## config.mk

```make
export PLATFORM = sky130hd
export DESIGN_NAME = khc_controller
export DESIGN_NICKNAME = d
export VERILOG_FILES = /design/src/hdl/khc_pkg.sv /design/src/hdl/khc_controller.sv
export VERILOG_INCLUDE_DIRS = /design/src /design/src/hdl
export SDC_FILE = /design/constraint.sdc
export NUM_CORES = 1
export LEC_CHECK = 0
export ABC_CLOCK_PERIOD_IN_PS = 1800
export BUFFER_PORTS_ARGS = -buffer_cell sky130_fd_sc_hd__buf_2
export CELL_PAD_IN_SITES_DETAIL_PLACEMENT = 0
export CELL_PAD_IN_SITES_GLOBAL_PLACEMENT = 1
export CORE_MARGIN = 2
export CORE_UTILIZATION = 35
export DETAILED_ROUTE_END_ITERATION = 16
export PLACE_DENSITY = 0.77
export SYNTH_ARGS = -nofsm -noshare
export SYNTH_HDL_FRONTEND = slang
export SYNTH_SLANG_ARGS = --single-unit
export TNS_END_PERCENT = 5
```

## constraint.sdc

```tcl
create_clock -name clk -period 1.8 [get_ports clk]
set_input_delay 0.36 -clock clk [delete_from_list [all_inputs] [get_ports clk]]
set_output_delay 0.36 -clock clk [all_outputs]
set_load 0.01 [all_outputs]
```

## src/hdl/kmer_histogram_cosine_similarity_defines.svh

```systemverilog
// assertion macros used by the controller
`ifndef KMER_HISTOGRAM_COSINE_SIMILARITY_DEFINES_SVH
`define KMER_HISTOGRAM_COSINE_SIMILARITY_DEFINES_SVH
`ifndef NO_ASSERTIONS
// condition holds at every clock edge out of reset
`define KHC_ASSERT_ALWAYS(name, cond) \
  name: assert property (@(posedge clk) disable iff (rst) (cond)) \
    else $error("assertion failed");
// antecedent at one edge implies consequent at the next edge
`define KHC_ASSERT_NEXT(name, ante, cons) \
  name: assert property (@(posedge clk) disable iff (rst) (ante) |=> (cons)) \
    else $error("assertion failed");
`else
`define KHC_ASSERT_ALWAYS(name, cond)
`define KHC_ASSERT_NEXT(name, ante, cons)
`endif
`endif

```

## src/hdl/khc_pkg.sv

```systemverilog
package khc_pkg;

  localparam int KMER_LENGTH = 6;
  localparam int COUNT_WIDTH = 16;
  localparam int BIN_BITS    = 2 * KMER_LENGTH;
  localparam int SUM_WIDTH   = 44;
  localparam int PROD_WIDTH  = 2 * SUM_WIDTH;
  localparam int CPROD_WIDTH = 2 * COUNT_WIDTH;
  localparam int SADD_WIDTH  = ((CPROD_WIDTH > SUM_WIDTH) ? CPROD_WIDTH : SUM_WIDTH) + 1;
  localparam int FRAC_BITS   = 16;
  localparam int SIM_WIDTH   = FRAC_BITS + 1;
  localparam int SRCH_WIDTH  = PROD_WIDTH + 2 * SIM_WIDTH;
  localparam int MUL_STEPS   = SUM_WIDTH;
  localparam int MCNT_WIDTH  = $clog2(MUL_STEPS);
  localparam int BIDX_WIDTH  = $clog2(SIM_WIDTH);

  // controller to datapath
  typedef struct packed {
    logic                capture;
    logic                inc;
    logic                walk;
    logic                clear;
    logic [BIN_BITS-1:0] addr;
    logic                acc_clear;
    logic                mul_start;
    logic                mul_step;
    logic                srch_start;
    logic                phase_a;
    logic                phase_b;
    logic [BIDX_WIDTH-1:0] bit_idx;
    logic                load;
  } khc_cmd_t;

  // datapath to controller
  typedef struct packed {
    logic pipe_busy;
    logic empty;
    logic sim_top;
  } khc_status_t;

endpackage

```

## src/hdl/khc_controller.sv

```systemverilog
`include "kmer_histogram_cosine_similarity_defines.svh"

module khc_controller (
  input  logic                 clk,
  input  logic                 rst,
  input  logic                 code_valid,
  output logic                 code_stall,
  input  logic                 last,
  output logic                 result_valid,
  input  logic                 result_stall,
  output khc_pkg::khc_cmd_t    cmd,
  input  khc_pkg::khc_status_t status
);

  localparam int BB = khc_pkg::BIN_BITS;
  localparam int MW = khc_pkg::MCNT_WIDTH;
  localparam int IW = khc_pkg::BIDX_WIDTH;
  localparam logic [BB-1:0] ADDR_LAST = {BB{1'b1}};
  localparam logic [MW-1:0] MUL_LAST = MW'(khc_pkg::MUL_STEPS - 1);
  localparam logic [IW-1:0] BIT_TOP = IW'(khc_pkg::SIM_WIDTH - 1);

  typedef enum logic [3:0] {
    ST_CLEAR,
    ST_IDLE,
    ST_INC,
    ST_WALK,
    ST_DRAIN,
    ST_MUL,
    ST_PHASE_A,
    ST_PHASE_B,
    ST_FINISH
  } state_t;

  state_t        state;
  logic [BB-1:0] addr;
  logic [MW-1:0] mul_cnt;
  logic [IW-1:0] bit_idx;
  logic          last_q;
  logic          out_free;

  assign out_free   = !result_valid || !result_stall;
  assign code_stall = (state != ST_IDLE);

  // state and registered outputs
  always_ff @(posedge clk) begin
    if (rst) begin
      state        <= ST_CLEAR;
      addr         <= '0;
      mul_cnt      <= '0;
      bit_idx      <= '0;
      last_q       <= 1'b0;
      result_valid <= 1'b0;
    end else begin
      if (result_valid && !result_stall) begin
        result_valid <= 1'b0;
      end
      case (state)
        ST_CLEAR: begin
          addr <= addr + 1'b1;
          if (addr == ADDR_LAST) begin
            state <= ST_IDLE;
          end
        end
        ST_IDLE: begin
          if (code_valid) begin
            last_q <= last;
            state  <= ST_INC;
          end
        end
        ST_INC: begin
          state <= last_q ? ST_WALK : ST_IDLE;
        end
        ST_WALK: begin
          addr <= addr + 1'b1;
          if (addr == ADDR_LAST) begin
            state <= ST_DRAIN;
          end
        end
        ST_DRAIN: begin
          if (!status.pipe_busy) begin
            mul_cnt <= '0;
            state   <= ST_MUL;
          end
        end
        ST_MUL: begin
          mul_cnt <= mul_cnt + 1'b1;
          if (mul_cnt == MUL_LAST) begin
            bit_idx <= BIT_TOP;
            state   <= status.empty ? ST_FINISH : ST_PHASE_A;
          end
        end
        ST_PHASE_A: begin
          state <= status.sim_top ? ST_FINISH : ST_PHASE_B;
        end
        ST_PHASE_B: begin
          if (bit_idx == '0) begin
            state <= ST_FINISH;
          end else begin
            bit_idx <= bit_idx - 1'b1;
            state   <= ST_PHASE_A;
          end
        end
        ST_FINISH: begin
          if (out_free) begin
            result_valid <= 1'b1;
            state        <= ST_IDLE;
          end
        end
        default: begin
          state <= ST_IDLE;
        end
      endcase
    end
  end

  // datapath commands
  always_comb begin
    cmd            = '0;
    cmd.addr       = addr;
    cmd.bit_idx    = bit_idx;
    cmd.capture    = (state == ST_IDLE) && code_valid;
    cmd.inc        = (state == ST_INC);
    cmd.walk       = (state == ST_WALK);
    cmd.clear      = (state == ST_CLEAR);
    cmd.acc_clear  = (state == ST_INC) && last_q;
    cmd.mul_start  = (state == ST_DRAIN) && !status.pipe_busy;
    cmd.mul_step   = (state == ST_MUL);
    cmd.srch_start = (state == ST_MUL) && (mul_cnt == MUL_LAST);
    cmd.phase_a    = (state == ST_PHASE_A) && !status.sim_top;
    cmd.phase_b    = (state == ST_PHASE_B);
    cmd.load       = (state == ST_FINISH) && out_free;
  end

  `KHC_ASSERT_ALWAYS(a_no_walk_during_count, !(cmd.walk && cmd.inc))
  `KHC_ASSERT_NEXT(a_load_gives_result, cmd.load, result_valid)
  `KHC_ASSERT_ALWAYS(a_mul_count_range, !cmd.mul_step || (mul_cnt <= MUL_LAST))
  `KHC_ASSERT_ALWAYS(a_bit_range, !(cmd.phase_a || cmd.phase_b) || (bit_idx <= BIT_TOP))

endmodule

```

# Word level (Yosys, flattened, before mapping)
# Cells that the tools add are included.
# word_totals
ff_bits	29
inputBits	8
output_inout_bits	30
wordCells	67
# op_classes
add_sub_neg	3
n_eq_ne	18
muxes	19
reduce_logical	21
# ops
op	count
$mux 4	9
$pmux 4 s9	1
$eq 4x3->1 const B	4
$add 12x1->12 const B	1
$eq 12x12->1 const B	1
$pmux 6 s2	1
$mux 5	2
$pmux 5 s2	1
$eq 4x2->1 const B	2
$ne 2x2->1 const B	4
$logic_and 1x1->1	7
$add 6x1->6 const B	1
$eq 6x6->1 const B	1
$mux 6	1
$ne 2x1->1 const B	3
$reduce_and 6->1	1
$logic_not 5->1	1
$sub 5x1->5 const B	1
$eq 4x1->1 const B	1
$eq 4x4->1 const B	1
$logic_not 1->1	4
$logic_not 4->1	1
$ne 4x1->1 const B	1
$reduce_and 2->1	2
other kinds (6)	9

# Depth between registers and ports, before layout
# Gate-level depths: netlist (run 1).
# logic_depth
ltp_word	5
mapped_depth	8
mapped_depth_nobuf	7

# Worst setup path after synthesis (run 1)
# Ideal clock, no wire load.
# synth_timing
path_kind	register -> register
from	register bit_idx[0]
to	register bit_idx[2]
setup_ns	0.130
arrival_ns	1.693
t_required_ns	1.670
slack_ns	-0.023
stages_incl_launch_ff	8
n_path_buf	0
synth_period_minus_slack_ns	1.823
path_cell_list	dfxtp_1 > inv_1 > ha_1 > nor3b_1 > and2_1 > or4b_1 > xor2_1 > nor3_2
# synth_between
elab_chain_len	3
word_cells_on_any_way	6
cone_classes	add/sub: 1; eq/ne: 1; mux: 2; reduce/logical: 2
# synth_lines
element	line_no	text
from (decl)	khc_controller.sv:37	logic [IW-1:0] bit_idx;
from (signal assigned)	khc_controller.sv:99	bit_idx <= bit_idx - 1'b1;
$sub 5x1->5 or $logic_not 5->1 (tied branches)	khc_controller.sv:99, khc_controller.sv:96	
$mux 5 or $ne 2x2->1 (tied branches)	-	
$pmux 5 s2 or $reduce_and 3->1 (tied branches)	-	
# Several ways; a longest one is shown, not always the timed one. The select of a mux whose other input is x is not followed.
# A chain may end at the register's enable or synchronous reset.

==> results of run 1 <==
-- flip-flops by register name, summed over array words and instances, names as in the netlist --
signal and flops:
addr 12, mul_cnt 6, bit_idx 5, state 4, last_q 1, result_valid 1
-- routing by layer --
metal | global-route usage (%) | wire [µm] | share of wire [%] | vias up
li1 | - | - | - | 826
met4 | 7.55 | 83 | 2.0 | 0
met1 | 22.9 | 1990 | 48 | 725
met5 | 0 | 0 | 0 | -
met2 | 25.0 | 1830 | 45 | 32
met3 | 4.78 | 202 | 4.9 | 6
-- cells by family (layout without fill, tap and decap cells) --
group	Yosys count	after routing	synth area share, %
xor+xnor	11	11	6.01
mux	6	6	3.90
compound gates	37	37	15.2
buf+inv	20	82	5.30
flops	29	29	36.2
fa+ha+maj	3	3	2.34
simple gates	93	93	31.0
-- area by class of cell --
class,count,share of cell area (%)
clock buffer,7,3.97
inverter,13,2.25
sequential,29,27.3
multi-input combinational,150,45.8
timing repair buffer,62,17.6
tap,52,2.99
-- stage by stage --
step / util (%) / setup slack [ns] / area (µm²) / setup TNS (ns) / power, W
finish: 49.6 / -0.00290 / 2170 / -0.00290 / 0.00186
global route: 49.6 / -0.0466 / 2170 / -0.169 / 0.00197
CTS: 48.0 / -0.0234 / 2100 / -0.0437 / 0.00185
detailed placement: 44.7 / 0.0523 / 1960 / 0 / 0.00128
global placement: 44.7 / 0.0723 / 1960 / 0 / 0.00127
floorplan: - / 0.0148 / 1610 / 0 / 0.00110
-- worst paths after layout --
| kind | start | endpoint | slack [ns] | cells after the start |
|---|---|---|---|---|
| max | state[2]$_SDFFE_PP0P_ | cmd[7] | -0.003 | 4 |
| min | last | last_q$_SDFFE_PP0P_ | 0.30 | 3 |
| max reg2reg | bit_idx[0]$_SDFFE_PP0P_ | bit_idx[2]$_SDFFE_PP0P_ | 0.06 | 7 |
| min reg2reg | mul_cnt[3]$_SDFFE_PP0P_ | mul_cnt[3]$_SDFFE_PP0P_ | 0.46 | 1 |
-- what timing repair did --
| action | CTS | global route |
|---|---|---|
| pin swaps | 1 | 3 |
| endpoints found under the hold margin | 0 | 0 |
| buffers inserted | 3 | 3 |
| hold buffers | 0 | 0 |
| gates resized for setup | 15 | 12 |
| setup endpoints to repair | 8 | 12 |
-- layout by cell type, fill, tap and decap left out, types with 3 or more instances in the layout --
cell and n:
clkbuf_8 6, buf_4 24, inv_2 3, and3_1 3
nor2b_1 5, o21ai_0 4, dfxtp_1 22, dfxtp_2 5
a211oi_1 3, nor2_1 27, nor3_1 6, inv_1 10
nand4_1 6, xor2_1 4, nand3_1 8, buf_2 36
nand2_1 12, a21oi_1 15, o31ai_1 3, xnor2_1 6
mux2i_1 4, ha_1 3
-- critical path, delay by kind of cell, from the launching register on --
family / cells / cell delay [ns]
DFF: 1 / 0.37
and+or+nand+nor: 2 / 0.63
buffers and inverters: 2 / 0.15
-- power groups by stage --
stage          sequential [W]  combinational [W]  clock [W]
2_1_floorplan        0.000752           0.000348          0
3_3_place_gp         0.000742           0.000530          0
3_5_place_dp         0.000744           0.000535          0
4_1_cts              0.000733           0.000546   0.000567
5_1_grt              0.000740           0.000630   0.000602
6_report             0.000732           0.000569   0.000558
==> out/results.tsv, run 1 <==
metric	value	unit
grt_pass1_wl	6780	µm
skew	0.00600	ns
vias	1589	
critPathLaunchType	flop	
portBuffers	37	
p_leak	0.957	nW
drt.antenna.violating_nets	0	
cts_num_sinks	29	
ys_seq_area_share	36.2	%
status	finished with violations	
drt_first_pass_iters	4	
clk_pin_slew	0.06	ns
avgSynthCellArea	8.06	µm²
die_area	5140	µm²
grt_overflow	0	
antenna_found_initial	0	
rsz0062_at_grt	yes	
cp-end-kind	output pin	
die_w	71.7	µm
multi_input_area	996	µm²
synth_area_leaders	dfxtp_1, nor2_1, a21oi_1, xnor2_1, nand2_1	
vias_per_cell	5.08	
cts-root-buf	clkbuf_8	
slew-limit-headroom	71.0	%
routabilityCongestion	0.814	
core_area	4380	µm²
synth.ff_latch_count	29	
worstSetupPathType	reg -> out	
synthCells	199	
cts_made_buffers	5	
finalSetupViolCount	1	
p_seq_share	39.4	%
internal-power	0.00125	W
synth_cell_type_count	47	
setup_ws	-0.00290	ns
syn_area	1600	µm²
crit_chain	or2b_1 -> or3_4 -> inv_2 -> buf_6	
synthesis.nets	210	
cp_data_required_time	1.44	ns
tightestPinTransition	0.431	ns
synth_common_cells	dfxtp_1, nor2_1, a21oi_1, nand2_1, inv_1	
crit_path_max_incr_delay	0.38	ns
diodes	0	
drv_cap	0	
rows	24	
finalHoldViolCount	0	
synth_enable_flop_cells	0	
peakVddDrop	0.000333	V
synth_flop_cell	dfxtp_1	
arrival	1.44	ns
p_clk_share	30.0	%
initial_utilization	36.6	%
first_global_vias	1461	
yosys_warnings	0	
p_switching	0.000613	W
fin_crit_sh	100	%
regArea	594	µm²
report.final.slew_viol_count	0	
grt_max_degree	15	
wl_per_cell	13.1	µm
placed_cells	300	
finalWirelength	4110	µm
ys_async_sr_fraction	0	%
fillCellCount	440	
fp.dieH	71.7	µm
holdWs	0.304	ns
io_pins	38	
htree_levels	2	
fmax	0.555	GHz
critical_path_peak_fanout	7	
fin_nets	272	
synth_top_area_share	36.2	%
p_sw_share	33.0	%
clock_latency	0.29	ns
cts_tree	done	
comb_power_share	30.6	%
powerDensity	855	nW/µm²
final_cells	313	
first_iter_violations	144	
drive_above_1_share	38.7	%
crit_slowest_cell	or3_4	
yosysTopAreaCell	dfxtp_1	
finalCriticalPeriod	1.80	ns
synthToLayoutAreaGrowth	35.5	%
hp-class	in -> reg	
clk_path_buf_depth	2	
route.detailed.drc	0	
hpwlAfterDp	2960	µm
violations	setup timing	
grt_usage	16.9	%
Note: power is estimated with default switching activity, not from simulation.
==> run 2, diff against run 1 <==
- ABC_CLOCK_PERIOD_IN_PS: 1800 -> default
- CORE_ASPECT_RATIO: default -> 0.8
==> out/results.tsv, run 2 (synthesized netlist as in run 1, its figures left out) <==
metric	value	unit	change
report.final.slew_viol_count	0		unchanged
reg2reg_slack	0.06	ns	about the same
status	completed		was finished with violations
worstSetupPathType	reg -> out		unchanged
antenna_found_initial	0		unchanged
skew	0.00709	ns	was 0.00600 ns
p_seq_share	39.9	%	was 39.4%
critical_path_peak_fanout	5		was 7
finalWirelength	4170	µm	was 4110 µm
first_iter_violations	66		was 144
die_w	79.7	µm	was 71.7 µm
fp.dieH	64.6	µm	was 71.7 µm
critPathTopFamily	simple AND/OR/NAND/NOR gates		unchanged
internal-power	0.00125	W	about the same
clock_latency	0.28	ns	was 0.29 ns
die_area	5140	µm²	about the same
grt_pass1_wl	6800	µm	was 6780 µm
largest_register_ffs	12		unchanged
fin_nets	271		was 272
comb_power_share	31.1	%	was 30.6%
fmax	0.559	GHz	was 0.555 GHz
hp-class	in -> reg		unchanged
diodes	0		unchanged
rows	21		was 24
finalHoldViolCount	0		unchanged
io_pins	38		unchanged
first_global_vias	1411		was 1461
drt.antenna.violating_nets	0		unchanged
hpwlAfterDp	3000	µm	was 2960 µm
p_clk_share	29.0	%	was 30.0%
core_area	4280	µm²	was 4380 µm²
p_leak	0.947	nW	was 0.957 nW
cts_made_buffers	5		unchanged
crit_chain	or4b_4 -> a21oi_2 -> buf_2		was or2b_1 -> or3_4 -> inv_2 -> buf_6
slew-limit-headroom	69.2	%	was 71.0%
regMostFlops	addr		unchanged
worstHoldStart	last		unchanged
cp_data_required_time	1.44	ns	about the same
startpoint	state[0]$_SDFFE_PP0P_		was state[2]$_SDFFE_PP0P_
crit_path_max_incr_delay	0.57	ns	was 0.38 ns
final_cells	317		was 313
initial_utilization	37.5	%	was 36.6%
crit_slowest_cell	or4b_4		was or3_4
cp-end-kind	output pin		unchanged
rsz0062_at_grt	yes		unchanged
wl_per_cell	13.2	µm	was 13.1 µm
finalSetupViolCount	0		was 1
grt_overflow	0		unchanged
largest_registers	addr x12, mul_cnt x6, bit_idx x5		unchanged
placed_cells	306		was 300
arrival	1.43	ns	was 1.44 ns
fin_crit_sh	99.4	%	was 100%
layout_common_cells	buf_2, nor2_1, buf_4		unchanged
grt_usage	16.9	%	about the same
grt_max_degree	16		was 15
finalSetupTns	0	ns	was -0.00290 ns
vias_per_cell	5.03		was 5.08
p_switching	0.000597	W	was 0.000613 W
portBuffers	37		unchanged
final_common_cell	buf_2		unchanged
powerDensity	856	nW/µm²	was 855 nW/µm²
cts-root-buf	clkbuf_8		unchanged
routabilityCongestion	0.796		was 0.814
drv_cap	0		unchanged
synthToLayoutAreaGrowth	34.5	%	was 35.5%
vias	1593		was 1589
clk_path_buf_depth	2		unchanged
finalCriticalPeriod	1.79	ns	was 1.80 ns
fin_util	50.4	%	was 49.6%
drt_first_pass_iters	4		unchanged
worst-path-buf-inv	1		was 2
finalPower	0.00185	W	was 0.00186 W
drive_above_1_share	36.5	%	was 38.7%
tightestPinTransition	0.458	ns	was 0.431 ns
peakVddDrop	0.000409	V	was 0.000333 V
cts_tree	done		unchanged
critPathLaunchType	flop		unchanged
r2r_start	bit_idx[0]$_SDFFE_PP0P_		unchanged
cts_num_sinks	29		unchanged
clk_pin_slew	0.06	ns	about the same
route.detailed.drc	0		unchanged
htree_levels	2		unchanged
p_sw_share	32.3	%	was 33.0%
[run 2: changes by cell type in the layout (fill, tap and decap cells not counted), moves of 2 or more]
cell,change
nor2_2,-2
dfxtp_1,-2
dfxtp_2,+2
nor2_1,+2
buf_4,-2
[run 2: path summary, 6_finish.rpt]
kind / to / depth (start not counted)
worst min-delay path: last_q$_SDFFE_PP0P_ / 3
worst max-delay path: cmd[0] / 3
worst max register to register: bit_idx[2]$_SDFFE_PP0P_ / 7
worst min register to register: bit_idx[4]$_SDFFE_PP0P_ / 2
[run 2: power groups by stage]
stage	logic [W]	registers, W	clock network (W)
after global routing	0.000636	0.000748	0.000585
final	0.000575	0.000737	0.000536
after CTS	0.000547	0.000734	0.000552
after floorplan	0.000348	0.000752	0
after detailed placement	0.000537	0.000745	0
after global placement	0.000534	0.000745	0
[run 2: routing by layer]
layer / vias up / part of all wire, % / track usage, %
met5: - / 0 / 0
met4: 0 / 1.1 / 6.47
met3: 5 / 4.8 / 4.18
met2: 31 / 42 / 21.6
met1: 727 / 52 / 26.3
li1: 830 / - / -
[run 2: worst register-to-register path: stages (launching register included)]
cell,delay (ns)
dfxtp_2,0.32
inv_1,0.04
ha_1,0.19
nor3b_1,0.15
and2_1,0.17
or4b_1,0.53
xor2_1,0.19
nor3_2,0.05
[run 2: area by class of cell]
| cell class | count | area [µm²] |
|---|---|---|
| flip-flops and latches | 29 | 597 |
| multi-input cells | 150 | 976 |
| clock buffers | 7 | 86.3 |
| fillers | 441 | 2130 |
| well taps | 57 | 71.3 |
| inverters | 13 | 48.8 |
| repair buffers | 61 | 378 |
[run 2: metrics by stage]
stage               hold slack (ns)  worst slack (ns)  cell area [µm²]
floorplan                     0.474            0.0148             1610
finish                        0.339            0.0102             2160
detailed placement            0.467            0.0743             1980
global route                  0.342           -0.0488             2160
CTS                           0.332          -0.00415             2120
global placement              0.469             0.112             1980
[run 2: repair_timing]
action / 4_1_cts / 5_1_grt
hold buffers: 0 / 0
setup buffers: 4 / 0
endpoints found under the setup margin: 8 / 9
pin swaps: 3 / 3
resized for setup: 16 / 9
